File: src/sv/assert_macros.svh
// Assertion helpers for the RTL.
// Each macro expands to one labeled concurrent assertion that is clocked on
// the rising edge and switched off while the synchronous reset is held.
`ifndef ASSERT_MACROS_SVH
`define ASSERT_MACROS_SVH

// Same-cycle implication: when ante holds, cons must hold at that edge.
`define ASSERT_NOW(label, clk, rst_n, ante, cons, msg) \
    label: assert property (@(posedge clk) disable iff (!rst_n) (ante) |-> (cons)) \
        else $error(msg);

// Next-cycle implication: when ante holds, cons must hold at the next edge.
`define ASSERT_NEXT(label, clk, rst_n, ante, cons, msg) \
    label: assert property (@(posedge clk) disable iff (!rst_n) (ante) |=> (cons)) \
        else $error(msg);

`endif

File: src/sv/ctdp_pkg.sv
// ============================================================================
// ctdp_pkg
// Types and constants of the change tracking data pool: request and response
// beats, operation codes and default sizes.
// ============================================================================
`default_nettype none

package ctdp_pkg;

    localparam int BYTE_DEPTH_DEF = 256;
    localparam int FLAG_BITS_DEF  = 256;

    // Operation codes carried in the mode field of a request.
    localparam logic [3:0] MODE_BYTE_WR    = 4'd0;
    localparam logic [3:0] MODE_WORD_WR    = 4'd1;
    localparam logic [3:0] MODE_LONG_WR    = 4'd2;
    localparam logic [3:0] MODE_BIT_WR     = 4'd3;
    localparam logic [3:0] MODE_FBYTE_WR   = 4'd4;
    localparam logic [3:0] MODE_FBYTE_FTCH = 4'd5;
    localparam logic [3:0] MODE_BYTE_RD    = 4'd6;
    localparam logic [3:0] MODE_CHECK      = 4'd7;
    localparam logic [3:0] MODE_CLEAR_MARK = 4'd8;

    typedef struct packed {
        logic [3:0]  mode;
        logic [7:0]  address;
        logic [31:0] value;
        logic        force_req;
        logic [7:0]  reload_value;
    } t_req;

    typedef struct packed {
        logic [7:0] read_data;
        logic       changed;
        logic       any_changed;
    } t_rsp;

endpackage

`default_nettype wire

File: src/sv/change_tracking_data_pool_unit.sv
// ============================================================================
// change_tracking_data_pool_unit
// Shadow data store with change marks. A byte area keeps one change mark per
// byte and a flag area keeps one change mark per flag bit. Requests arrive
// one at a time and each returns exactly one response beat. A request is
// taken only in the idle state and passes through the work state, which steps
// through N entries, and the done state before the next is taken. N is 1 for
// byte, bit, flag, read, check and clear-mark requests, 2 for a word write
// and 4 for a long write. N is set by the single write port of the byte
// memory, which stores one byte per cycle while the read of the following
// byte is already in flight. A finished response sits in an output register,
// so the next request is accepted while that beat still waits downstream.
// After reset a clearing pass over max(BYTE_DEPTH, ceil(FLAG_BITS / 8))
// addresses zeroes both memories; requests are stalled during that pass.
// ============================================================================
`default_nettype none
`include "assert_macros.svh"

module change_tracking_data_pool_unit #(
    parameter int BYTE_DEPTH = ctdp_pkg::BYTE_DEPTH_DEF,
    parameter int FLAG_BITS  = ctdp_pkg::FLAG_BITS_DEF
) (
    input  wire logic            i_clk,
    input  wire logic            i_rst_n,
    input  wire logic            i_req_valid,
    output logic                 o_req_stall,
    input  wire ctdp_pkg::t_req  i_req,
    output logic                 o_rsp_valid,
    input  wire logic            i_rsp_stall,
    output ctdp_pkg::t_rsp       o_rsp
);

    localparam int FLAG_BYTES = FLAG_BITS / 8;
    localparam int FLAG_DEPTH = (FLAG_BITS + 7) / 8;
    localparam int AW         = $clog2(BYTE_DEPTH);
    localparam int FW         = (FLAG_DEPTH > 1) ? $clog2(FLAG_DEPTH) : 1;
    localparam int MAXD       = (BYTE_DEPTH > FLAG_DEPTH) ? BYTE_DEPTH : FLAG_DEPTH;
    localparam int CLRW       = $clog2(MAXD);
    localparam int CW         = $clog2(BYTE_DEPTH + FLAG_BITS + 1);
    // Reciprocals for the wrap of small addresses by a constant.
    localparam int RECIP_B    = (65536 + BYTE_DEPTH - 1) / BYTE_DEPTH;
    localparam int RECIP_FB   = (65536 + FLAG_BITS - 1) / FLAG_BITS;
    localparam int RECIP_FY   = (65536 + FLAG_BYTES - 1) / FLAG_BYTES;

    typedef enum logic [3:0] {
        ST_CLEAR = 4'b0001,
        ST_IDLE  = 4'b0010,
        ST_WORK  = 4'b0100,
        ST_DONE  = 4'b1000
    } t_state;

    // x mod d for x below 1024: the quotient estimate is at most one too
    // large, so a single correction step suffices.
    function automatic logic [11:0] wrap_index(input logic [9:0] x, input int d,
                                               input int recip);
        int xi;
        int q;
        int r;
        xi = int'(x);
        q  = (xi * recip) >>> 16;
        r  = xi - q * d;
        if (r < 0) begin
            r = r + d;
        end
        return r[11:0];
    endfunction

    function automatic logic [3:0] popcount8(input logic [7:0] x);
        logic [3:0] n;
        n = 4'd0;
        for (int k = 0; k < 8; k++) begin
            n = n + {3'd0, x[k]};
        end
        return n;
    endfunction

    // Memories: byte area entry is {mark, data}, flag area entry is {bits, marks}.
    logic [8:0]  r_bmem [BYTE_DEPTH];
    logic [15:0] r_fmem [FLAG_DEPTH];
    logic [8:0]  r_bmem_q;
    logic [15:0] r_fmem_q;

    t_state          r_state, n_state;
    logic [CLRW-1:0] r_clr, n_clr;
    logic [CW-1:0]   r_count, n_count;
    logic [1:0]      r_left, n_left;
    logic            r_rsp_valid, n_rsp_valid;

    logic [3:0]      r_mode;
    logic [31:0]     r_val;
    logic            r_force;
    logic [7:0]      r_reload;
    logic [2:0]      r_bit;
    logic [FW-1:0]   r_fidx;
    logic [AW-1:0]   r_bidx;
    logic            r_chg, n_chg;
    logic [7:0]      r_rd, n_rd;
    ctdp_pkg::t_rsp  r_rsp;

    logic            w_acc;
    logic            w_load;
    logic [1:0]      w_span;
    logic [11:0]     w_bstart12;
    logic [11:0]     w_fbit12;
    logic [11:0]     w_fbyte12;
    logic [AW-1:0]   w_bstart;
    logic [AW-1:0]   w_bnext;
    logic [AW-1:0]   w_brd_addr;
    logic [FW-1:0]   w_fidx;

    logic            w_bwe;
    logic [AW-1:0]   w_bwa;
    logic [8:0]      w_bwd;
    logic            w_fwe;
    logic [FW-1:0]   w_fwa;
    logic [15:0]     w_fwd;
    logic [3:0]      w_inc;
    logic [3:0]      w_dec;

    logic [7:0]      w_old_data;
    logic            w_old_mark;
    logic [7:0]      w_fs;
    logic [7:0]      w_fm;
    logic [7:0]      w_msk;
    logic [7:0]      w_newbit;
    logic [7:0]      w_v;

    assign o_req_stall = (r_state != ST_IDLE);
    assign o_rsp_valid = r_rsp_valid;
    assign o_rsp       = r_rsp;

    assign w_acc  = i_req_valid && (r_state == ST_IDLE);
    assign w_load = (r_state == ST_DONE) && (!r_rsp_valid || !i_rsp_stall);

    // Multi-byte writes start at the highest address and walk down.
    always_comb begin
        case (i_req.mode)
            ctdp_pkg::MODE_WORD_WR: w_span = 2'd1;
            ctdp_pkg::MODE_LONG_WR: w_span = 2'd3;
            default:                w_span = 2'd0;
        endcase
    end

    assign w_bstart12 = wrap_index({2'b00, i_req.address} + {8'd0, w_span},
                                   BYTE_DEPTH, RECIP_B);
    assign w_fbit12   = wrap_index({2'b00, i_req.address}, FLAG_BITS, RECIP_FB);
    assign w_fbyte12  = wrap_index({2'b00, i_req.address}, FLAG_BYTES, RECIP_FY);
    assign w_bstart   = w_bstart12[AW-1:0];
    assign w_fidx     = (i_req.mode == ctdp_pkg::MODE_BIT_WR) ? w_fbit12[FW+2:3]
                                                              : w_fbyte12[FW-1:0];
    assign w_bnext    = (r_bidx == '0) ? AW'(BYTE_DEPTH - 1) : r_bidx - AW'(1);
    assign w_brd_addr = (r_state == ST_IDLE) ? w_bstart : w_bnext;

    assign w_old_data = r_bmem_q[7:0];
    assign w_old_mark = r_bmem_q[8];
    assign w_fs       = r_fmem_q[15:8];
    assign w_fm       = r_fmem_q[7:0];
    assign w_v        = r_val[7:0];
    assign w_msk      = 8'b1 << r_bit;
    assign w_newbit   = r_val[0] ? (w_fs | w_msk) : (w_fs & ~w_msk);

    // Read-modify-write of the entry read in the previous cycle. Reads of a
    // new request start only after the previous request's writes landed.
    always_comb begin
        w_bwe = 1'b0;
        w_bwa = r_bidx;
        w_bwd = r_bmem_q;
        w_fwe = 1'b0;
        w_fwa = r_fidx;
        w_fwd = r_fmem_q;
        w_inc = 4'd0;
        w_dec = 4'd0;
        n_chg = r_chg;
        n_rd  = r_rd;
        if (r_state == ST_CLEAR) begin
            w_bwe = ({1'b0, r_clr} < (CLRW + 1)'(BYTE_DEPTH));
            w_bwa = r_clr[AW-1:0];
            w_bwd = '0;
            w_fwe = ({1'b0, r_clr} < (CLRW + 1)'(FLAG_DEPTH));
            w_fwa = r_clr[FW-1:0];
            w_fwd = '0;
        end else if (r_state == ST_WORK) begin
            unique case (r_mode) inside
                ctdp_pkg::MODE_BYTE_WR, ctdp_pkg::MODE_WORD_WR,
                ctdp_pkg::MODE_LONG_WR: begin
                    if (r_force || (w_v != w_old_data)) begin
                        w_bwe = 1'b1;
                        w_bwd = {1'b1, w_v};
                        n_chg = 1'b1;
                        w_inc = {3'd0, !w_old_mark};
                    end
                end
                ctdp_pkg::MODE_BIT_WR: begin
                    if (r_force || (w_newbit != w_fs)) begin
                        w_fwe = 1'b1;
                        w_fwd = {w_newbit, w_fm | w_msk};
                        n_chg = 1'b1;
                        w_inc = {3'd0, (w_fm & w_msk) == 8'd0};
                    end
                end
                ctdp_pkg::MODE_FBYTE_WR: begin
                    if (r_force || (w_v != w_fs)) begin
                        w_fwe = 1'b1;
                        w_fwd = {w_v, w_fm | (w_fs ^ w_v)};
                        n_chg = 1'b1;
                        w_inc = popcount8((w_fs ^ w_v) & ~w_fm);
                    end
                end
                ctdp_pkg::MODE_FBYTE_FTCH: begin
                    n_rd  = w_fs;
                    w_fwe = 1'b1;
                    w_fwd = {r_reload, 8'd0};
                    w_dec = popcount8(w_fm);
                end
                ctdp_pkg::MODE_BYTE_RD: begin
                    n_rd  = w_old_data;
                    n_chg = w_old_mark;
                end
                ctdp_pkg::MODE_CLEAR_MARK: begin
                    w_bwe = 1'b1;
                    w_bwd = {1'b0, w_old_data};
                    w_dec = {3'd0, w_old_mark};
                end
                default: begin
                end
            endcase
        end
    end

    always_ff @(posedge i_clk) begin
        if (w_bwe) begin
            r_bmem[w_bwa] <= w_bwd;
        end
        r_bmem_q <= r_bmem[w_brd_addr];
    end

    always_ff @(posedge i_clk) begin
        if (w_fwe) begin
            r_fmem[w_fwa] <= w_fwd;
        end
        r_fmem_q <= r_fmem[w_fidx];
    end

    always_comb begin
        n_state     = r_state;
        n_clr       = r_clr;
        n_left      = r_left;
        n_rsp_valid = r_rsp_valid && i_rsp_stall;
        n_count     = r_count + CW'(w_inc) - CW'(w_dec);
        unique case (r_state)
            ST_CLEAR: begin
                n_clr = r_clr + CLRW'(1);
                if (r_clr == CLRW'(MAXD - 1)) begin
                    n_state = ST_IDLE;
                end
            end
            ST_IDLE: begin
                if (w_acc) begin
                    n_state = ST_WORK;
                    n_left  = w_span;
                end
            end
            ST_WORK: begin
                if (r_left == 2'd0) begin
                    n_state = ST_DONE;
                end else begin
                    n_left = r_left - 2'd1;
                end
            end
            ST_DONE: begin
                if (w_load) begin
                    n_state     = ST_IDLE;
                    n_rsp_valid = 1'b1;
                end
            end
            default: begin
                n_state = ST_CLEAR;
            end
        endcase
    end

    always_ff @(posedge i_clk) begin
        if (!i_rst_n) begin
            r_state     <= ST_CLEAR;
            r_clr       <= '0;
            r_count     <= '0;
            r_left      <= 2'd0;
            r_rsp_valid <= 1'b0;
        end else begin
            r_state     <= n_state;
            r_clr       <= n_clr;
            r_count     <= n_count;
            r_left      <= n_left;
            r_rsp_valid <= n_rsp_valid;
        end
    end

    always_ff @(posedge i_clk) begin
        if (w_acc) begin
            r_mode   <= i_req.mode;
            r_val    <= i_req.value;
            r_force  <= i_req.force_req;
            r_reload <= i_req.reload_value;
            r_bit    <= w_fbit12[2:0];
            r_fidx   <= w_fidx;
            r_bidx   <= w_bstart;
            r_chg    <= 1'b0;
            r_rd     <= 8'd0;
        end else if (r_state == ST_WORK) begin
            r_val  <= {8'd0, r_val[31:8]};
            r_bidx <= w_bnext;
            r_chg  <= n_chg;
            r_rd   <= n_rd;
        end
        if (w_load) begin
            r_rsp.read_data   <= r_rd;
            r_rsp.changed     <= r_chg;
            r_rsp.any_changed <= (r_count != '0);
        end
    end

    `ASSERT_NEXT(a_accept_starts_work, i_clk, i_rst_n, w_acc, r_state == ST_WORK, "accepted request did not start work")
    `ASSERT_NOW(a_left_only_in_work, i_clk, i_rst_n, r_left != 2'd0, r_state == ST_WORK, "byte counter busy outside work")
    `ASSERT_NEXT(a_load_gives_beat, i_clk, i_rst_n, w_load, r_rsp_valid && (r_state == ST_IDLE), "finished response not presented")
    `ASSERT_NOW(a_count_bound, i_clk, i_rst_n, 1'b1, r_count <= CW'(BYTE_DEPTH + FLAG_BITS), "pending mark count out of range")
    `ASSERT_NOW(a_no_write_when_idle, i_clk, i_rst_n, (r_state == ST_IDLE) || (r_state == ST_DONE), !w_bwe && !w_fwe, "memory written outside clear or work")

endmodule

`default_nettype wire

File: config.mk
export PLATFORM = sky130hd
export DESIGN_NAME = change_tracking_data_pool_unit
export DESIGN_NICKNAME = d
export VERILOG_FILES = /design/src/sv/ctdp_pkg.sv /design/src/sv/change_tracking_data_pool_unit.sv
export VERILOG_INCLUDE_DIRS = /design/src /design/src/sv
export SDC_FILE = /design/constraint.sdc
export NUM_CORES = 2
export LEC_CHECK = 0
export BUFFER_PORTS_ARGS = -buffer_cell sky130_fd_sc_hd__buf_2
export CORE_MARGIN = 10
export CORE_UTILIZATION = 55
export DETAILED_ROUTE_END_ITERATION = 8
export GPL_ROUTABILITY_DRIVEN = 0
export PLACE_DENSITY = 0.71
export SETUP_SLACK_MARGIN = 0.15
export SLEW_MARGIN = 30
export SYNTH_ARGS = -nofsm -noshare
export SYNTH_HDL_FRONTEND = slang
export SYNTH_SLANG_ARGS = --single-unit
export TNS_END_PERCENT = 30
File: constraint.sdc
create_clock -name i_clk -period 12.1 [get_ports i_clk]
set_input_delay 2.42 -clock i_clk [delete_from_list [all_inputs] [get_ports i_clk]]
set_output_delay 2.42 -clock i_clk [all_outputs]
set_load 0.05 [all_outputs]
== Yosys cells after proc, flatten, opt, wreduce, memory -nomap -nowiden ==
Memories as Yosys holds them, arrays and structs flattened. A register that Yosys moved wholly into a read port is not among the register bits.
Cells that the tools add are included.
W data, S select, Z words.

* $add $sub $neg: 25
* $lt $le $gt $ge: 4
* Equal/unequal tests: 27
* Shift operators: 1
* Mux-type cells: 60
* Bitwise logic cells: 10
* Reduce and logical (&&, ||, !) cells: 24

{| class="wikitable"
|+ Operators with widths
! operator !! number
|-
| $mux W16 || 4
|-
| $mux W32 || 2
|-
| $mux W8 || 8
|-
| $pmux W16 S3 || 1
|-
| $mux W4 || 9
|-
| $add A4 B1 Y4 || 8
|-
| $mux W9 || 3
|-
| $add A8 B1 Y8 const B || 3
|-
| $and A8 B8 Y8 || 3
|-
| $ne A8 B8 Y1 || 3
|-
| $or A8 B8 Y8 || 3
|-
| $eq A4 B2 Y1 const B || 5
|-
| $mux W1 || 18
|-
| $pmux W9 S2 || 1
|-
| $eq A4 B3 Y1 const B || 4
|-
| $logic_not A8 Y1 || 2
|-
| $not A8 Y8 || 2
|-
| $pmux W4 S4 || 1
|-
| $pmux W8 S2 || 1
|-
| $mux W5 || 3
|-
| $eq A4 B1 Y1 const B || 3
|-
| $pmux W4 S3 || 1
|-
| $add A10 B4 Y10 || 1
|-
| $lt A10 B1 Y1 const B || 1
|-
| other kinds (39) || 61
|}

* Bits in registers: 105
* Memory bits (writable): 2816
* Bits of input ports: 57
* Output and inout port bits: 12
* Word-level logic and storage cells: 170
* Memories: 2

{| class="wikitable"
|+ Memories
! name !! words !! bits a word !! read ports !! clocked after Yosys merged registers in !! wr ports !! RTL line !! source
|-
| r_bmem || 256 || 9 || 1 || 1 || 1 || change_tracking_data_pool_unit.sv:78 || <nowiki>logic [8:0] r_bmem [BYTE_DEPTH];</nowiki>
|-
| r_fmem || 32 || 16 || 1 || 1 || 1 || change_tracking_data_pool_unit.sv:79 || <nowiki>logic [15:0] r_fmem [FLAG_DEPTH];</nowiki>
|}

== Depth between registers and ports, before layout ==
* Depth after elaboration: 15
* Gate-level depth with buffers: 24
* Gate-level depth less buffers: 23

== Worst setup path after synthesis ==
OpenSTA, ideal clock, no wires.

* Kind: reg-to-reg
* Start point: reg r_state[3]
* End point: mem r_bmem[0][0], data pin
* Library setup time: 1.390 ns
* Data arrival time: 7.628 ns
* Data required time: 10.710 ns
* Path slack: 3.082 ns
* Stages on the path, launching flop included: 6
* Buffers on the path: 1
* Clock period less this slack: 9.018 ns
* Cells stage by stage: dfxtp_1 > or4b_2 > buf_2 > nor2_2 > mux2i_1 > nor2_1

* Word-level cells in the longest chain between the ends: 3
* Elaborated cells between the ends (all ways): 4
* Those cells by class: 2 x eq/ne; 2 x mux

{| class="wikitable"
|+ RTL lines
! item !! RTL line !! source
|-
| from (decl) || change_tracking_data_pool_unit.sv:83 || <nowiki>t_state r_state, n_state;</nowiki>
|-
| from (signal assigned) || change_tracking_data_pool_unit.sv:290 || <nowiki>r_state <= n_state;</nowiki>
|-
| $eq A4 B3 Y1 || change_tracking_data_pool_unit.sv:182 || <nowiki>end else if (r_state == ST_WORK) begin</nowiki>
|-
| $mux W9 || change_tracking_data_pool_unit.sv:182 ||
|-
| $mux W9 * || change_tracking_data_pool_unit.sv:175 || <nowiki>if (r_state == ST_CLEAR) begin</nowiki>
|-
| named net w_bwd[0] || change_tracking_data_pool_unit.sv:113 || <nowiki>logic [8:0] w_bwd;</nowiki>
|-
| to (decl) || change_tracking_data_pool_unit.sv:78 ||
|}

The timed path passes the listed nets; every way through them passes the cells marked *.

== Worst setup path in the final report ==
* Start point: in i_req[49] in the netlist's numbering
* End point: reg r_bmem_q[7] (read register of r_bmem)

* Word-level cells in the longest chain between the ends: 7
* Elaborated cells between the ends (all ways): 9
* Those cells by class: 3 x add/sub; 1 x order compare; 2 x eq/ne; 3 x mux

{| class="wikitable"
|+ RTL lines
! item !! RTL line !! source
|-
| from (decl) || change_tracking_data_pool_unit.sv:27 || <nowiki>input wire ctdp_pkg::t_req i_req,</nowiki>
|-
| $eq A4 B2 Y1 / $eq A4 B1 Y1 (equally long branches) || change_tracking_data_pool_unit.sv:137 || <nowiki>case (i_req.mode)</nowiki>
|-
| $pmux W2 S2 * || change_tracking_data_pool_unit.sv:137 ||
|-
| $add A8 B2 Y9 * || change_tracking_data_pool_unit.sv:144 || <nowiki>assign w_bstart12 = wrap_index({2'b00, i_req.address} + {8'd0, w_span},</nowiki>
|-
| $sub A9 B9 Y10 * || change_tracking_data_pool_unit.sv:61 || <nowiki>r = xi - q * d;</nowiki>
|-
| $add A8 B1 Y8 / $lt A10 B1 Y1 (equally long branches) || change_tracking_data_pool_unit.sv:63, change_tracking_data_pool_unit.sv:62 ||
|-
| $mux W8 * || change_tracking_data_pool_unit.sv:62 || <nowiki>if (r < 0) begin</nowiki>
|-
| $mux W8 * || change_tracking_data_pool_unit.sv:152 || <nowiki>assign w_brd_addr = (r_state == ST_IDLE) ? w_bstart : w_bnext;</nowiki>
|-
| to (decl) || change_tracking_data_pool_unit.sv:80 || <nowiki>logic [8:0] r_bmem_q;</nowiki>
|}

Every way passes the cells marked *; elsewhere a longest branch is shown, timed or not.
A chain may end at the register's enable or synchronous reset.

==> results.ini <==
[route]
drt_iter0_drc = 11860
final_antenna_net_count = 0
firstDrtPassIters = 7
remaining_drc_errors = 0
num_vias = 76810
totalWireLength_um = 331000
via_per_inst = 6.404
avgRoutedWirePerCell_um = 27.60

[floorplanning]
num_io_pins = 69
placementRows = 170
coreArea_sq_mm = 0.2144
die-area_sq_mm = 0.2341
die_h_um = 483.9
die_x_um = 483.9
initial_core_util_pct = 55.20

[logic_synthesis]
ys_warn_count = 0
synth_cells = 8943
synth_ff_type = edfxtp_1
netlist_area_sq_mm = 0.1183
synth_nets = 9038
synth-seq-cells = 2946
avgSynthCellArea_sq_um = 13.23
async_flop_share_pct = 0
synth.distinct_cells = 83
synth_edf_count = 2887
yosysSeqAreaShare_pct = 74.25

[timing]
skew_ns = 0.09398
setup_violations = 0
drv_slew = 0
min_period_ns = 7.340
slew_headroom_pct = 28.24
rsz0062_at_grt = no
max_slew.worst_pin.slew_ns = 1.073
max_freq_mhz = 136.2
whs_ns = 0.4721
hold_violations = 0
period_share_pct = 60.66
setup_tns_ns = 0

[critical_path]
crit_fanout = 61
worstPathArrival_ns = 8.10
cp_cell_sequence = buf_2, xor2_1, nand2_1, inv_1, ha_1, fa_1, xnor2_1, nand2_1, o21a_4, nor2_4, buf_4, buf_4, a32oi_1, and3_1, a31oi_1, a31oi_1, nor4_1, nand4_1
slowest_stage = buf_4
r2r_slack_ns = 5.84
endpoint_kind = register
crit_buf_inv = 4
cp_data_required_time_ns = 12.86
critPathTopFamily = buffers and inverters
crit_type = in2reg
crit_path_max_incr_delay_ns = 0.75
start_kind = input port

[clock_network]
htree_levels = 5
ctsHoldBuffers = 0
cts_resized = 0
numCtsBuffers = 306
postCtsSetupRepairBufs = 0
cts_root_buf = clkbuf_16
cts_tree = yes
clock_latency_ns = 0.97
clk_pin_slew_ns = 0.06
cts.sinks = 2946
clk_path_buf_depth = 4

[place]
dp_hpwl_um = 190600
port_buffers = 68
numPlacedInstances = 11460

[pwr]
p_seq_share_pct = 54.2
clockPowerShare_pct = 43.9
finalPower_mw = 20.46
cellInternalPower_mw = 16.38
irDropWorstVdd_mv = 0.1685
p_leak_nw = 42.25
power_density_mw_per_mm2 = 155.5
p_comb_share_pct = 1.9
p_switching_mw = 4.077
sw_frac_of_total_pct = 19.93

[grt]
grt_start_max_net_pins = 248
antenna_found_initial = 11
grt_pass1_vias = 72300
grt_pass1_wl_um = 483200
gr-total-overflow = 0
grtUsageTotal_pct = 27.24

[cells_and_area]
fin_nets = 9025
drive_above_1_share_pct = 9.586
layout_commonest_cell = edfxtp_1
synthToLayoutAreaGrowth_pct = 11.17
final_cell_mix = edfxtp_1, nand2_1, nand3_1
final_cells = 11990

[hold_path]
hold_class = reg2reg

[status]
status = complete, no violations

[flow_run]
drv_cap = 0

==> state kept, by name (all words and copies together), names as in the netlist, 9 cells and up <==
| signal | cells |
|---|---|
| r_fmem | 512 |
| r_bmem | 2304 |
| r_val | 32 |
| o_rsp | 10 |
| r_count | 10 |
| r_bmem_q | 9 |
| r_fmem_q | 16 |
==> per-layer routing <==
metal / GRT usage [%] / vias to the layer above / share of wire (%)
met5: 0 / - / 0.031
met4: 13.78 / 8 / 5.8
met3: 5.735 / 838 / 11
met2: 42.00 / 5111 / 46
met1: 36.87 / 37790 / 37
li1: - / 33060 / -
==> worst paths after layout <==
check | from | to | cells past startpoint
max reg2reg | r_bidx[0]$_DFFE_PP_ | r_bmem_q[8]$_DFF_P_ | 14
min reg2reg | r_chg$_SDFFE_PP0P_ | o_rsp[1]$_DFFE_PP_ | 0
max | i_req[49] | r_bmem_q[7]$_DFF_P_ | 18
min | r_chg$_SDFFE_PP0P_ | o_rsp[1]$_DFFE_PP_ | 0
==> through the flow <==
stage,setup WS [ns],util [%],cell area [sq um]
floorplan,3.082,-,118300
detailed placement,4.116,56.82,121800
finish,4.760,61.36,131600
global placement,3.653,56.68,121500
CTS,5.083,61.20,131200
global route,4.662,61.36,131600
==> cells in the mapped netlist (8+ instances only) <==
cell	number	area, sq um
buf_2	224	1121
and3_1	153	957.2
and2_1	20	125.1
a31oi_1	185	1157
mux2i_1	221	2212
buf_4	11	82.58
a21o_1	20	150.1
nor2_1	368	1381
nand2_1	2558	9602
inv_1	43	161.4
nand2b_1	16	100.1
o22ai_1	30	187.7
a2111oi_0	8	70.07
xor2_1	16	140.1
or3_1	8	50.05
a311oi_1	149	1305
fa_1	13	260.3
a222oi_1	8	80.08
nand3_1	856	4284
nor3b_1	11	82.58
ha_1	25	312.8
edfxtp_1	2887	86690
a21oi_1	112	560.5
dfxtp_1	59	1181
a211oi_1	15	112.6
a32oi_1	187	1638
nand4_1	108	675.7
o21ai_0	42	210.2
nor3_1	30	150.1
nand3b_1	11	82.58
xnor2_1	25	219.0
mux4_2	12	270.3
buf_1	45	168.9
clkbuf_1	290	1089
nor4_1	39	244.0
a41oi_1	16	140.1
a221oi_1	9	78.83
==> area by class of cell <==
cell class	instances	area, sq um
Fill cell	15630	82840
Clock buffer	392	8279
Inverter	47	193.9
Multi-Input combinational cell	5371	28440
Antenna cell	7	17.52
Clock inverter	135	1110
Timing Repair Buffer	258	2097
Tap cell	2838	3551
Sequential cell	2946	87870
==> power by group through the flow <==
stage                     logic [mW]  clock network, mW  registers [mW]
final                          0.393               8.97            11.1
after global routing           0.428               9.41            11.1
after CTS                      0.385               9.01            11.1
after detailed placement       0.382                  0            11.3
after global placement         0.371                  0            11.3
after floorplan                0.238                  0            11.3
==> cell families (layout without fill, tap and decap cells) <==
logic type      Yosys count  after routing  share of synthesized area (%)
simple gates           4214           4214                          15.25
flops                  2946           2946                          74.25
compound gates          837            837                          5.204
buf+inv                 626            832                          2.321
mux                     241            241                          2.183
xor+xnor                 41             41                         0.3034
fa+ha+maj                38             38                         0.4842
other cells               0              7                              0
(Power assumes the default switching activity.)
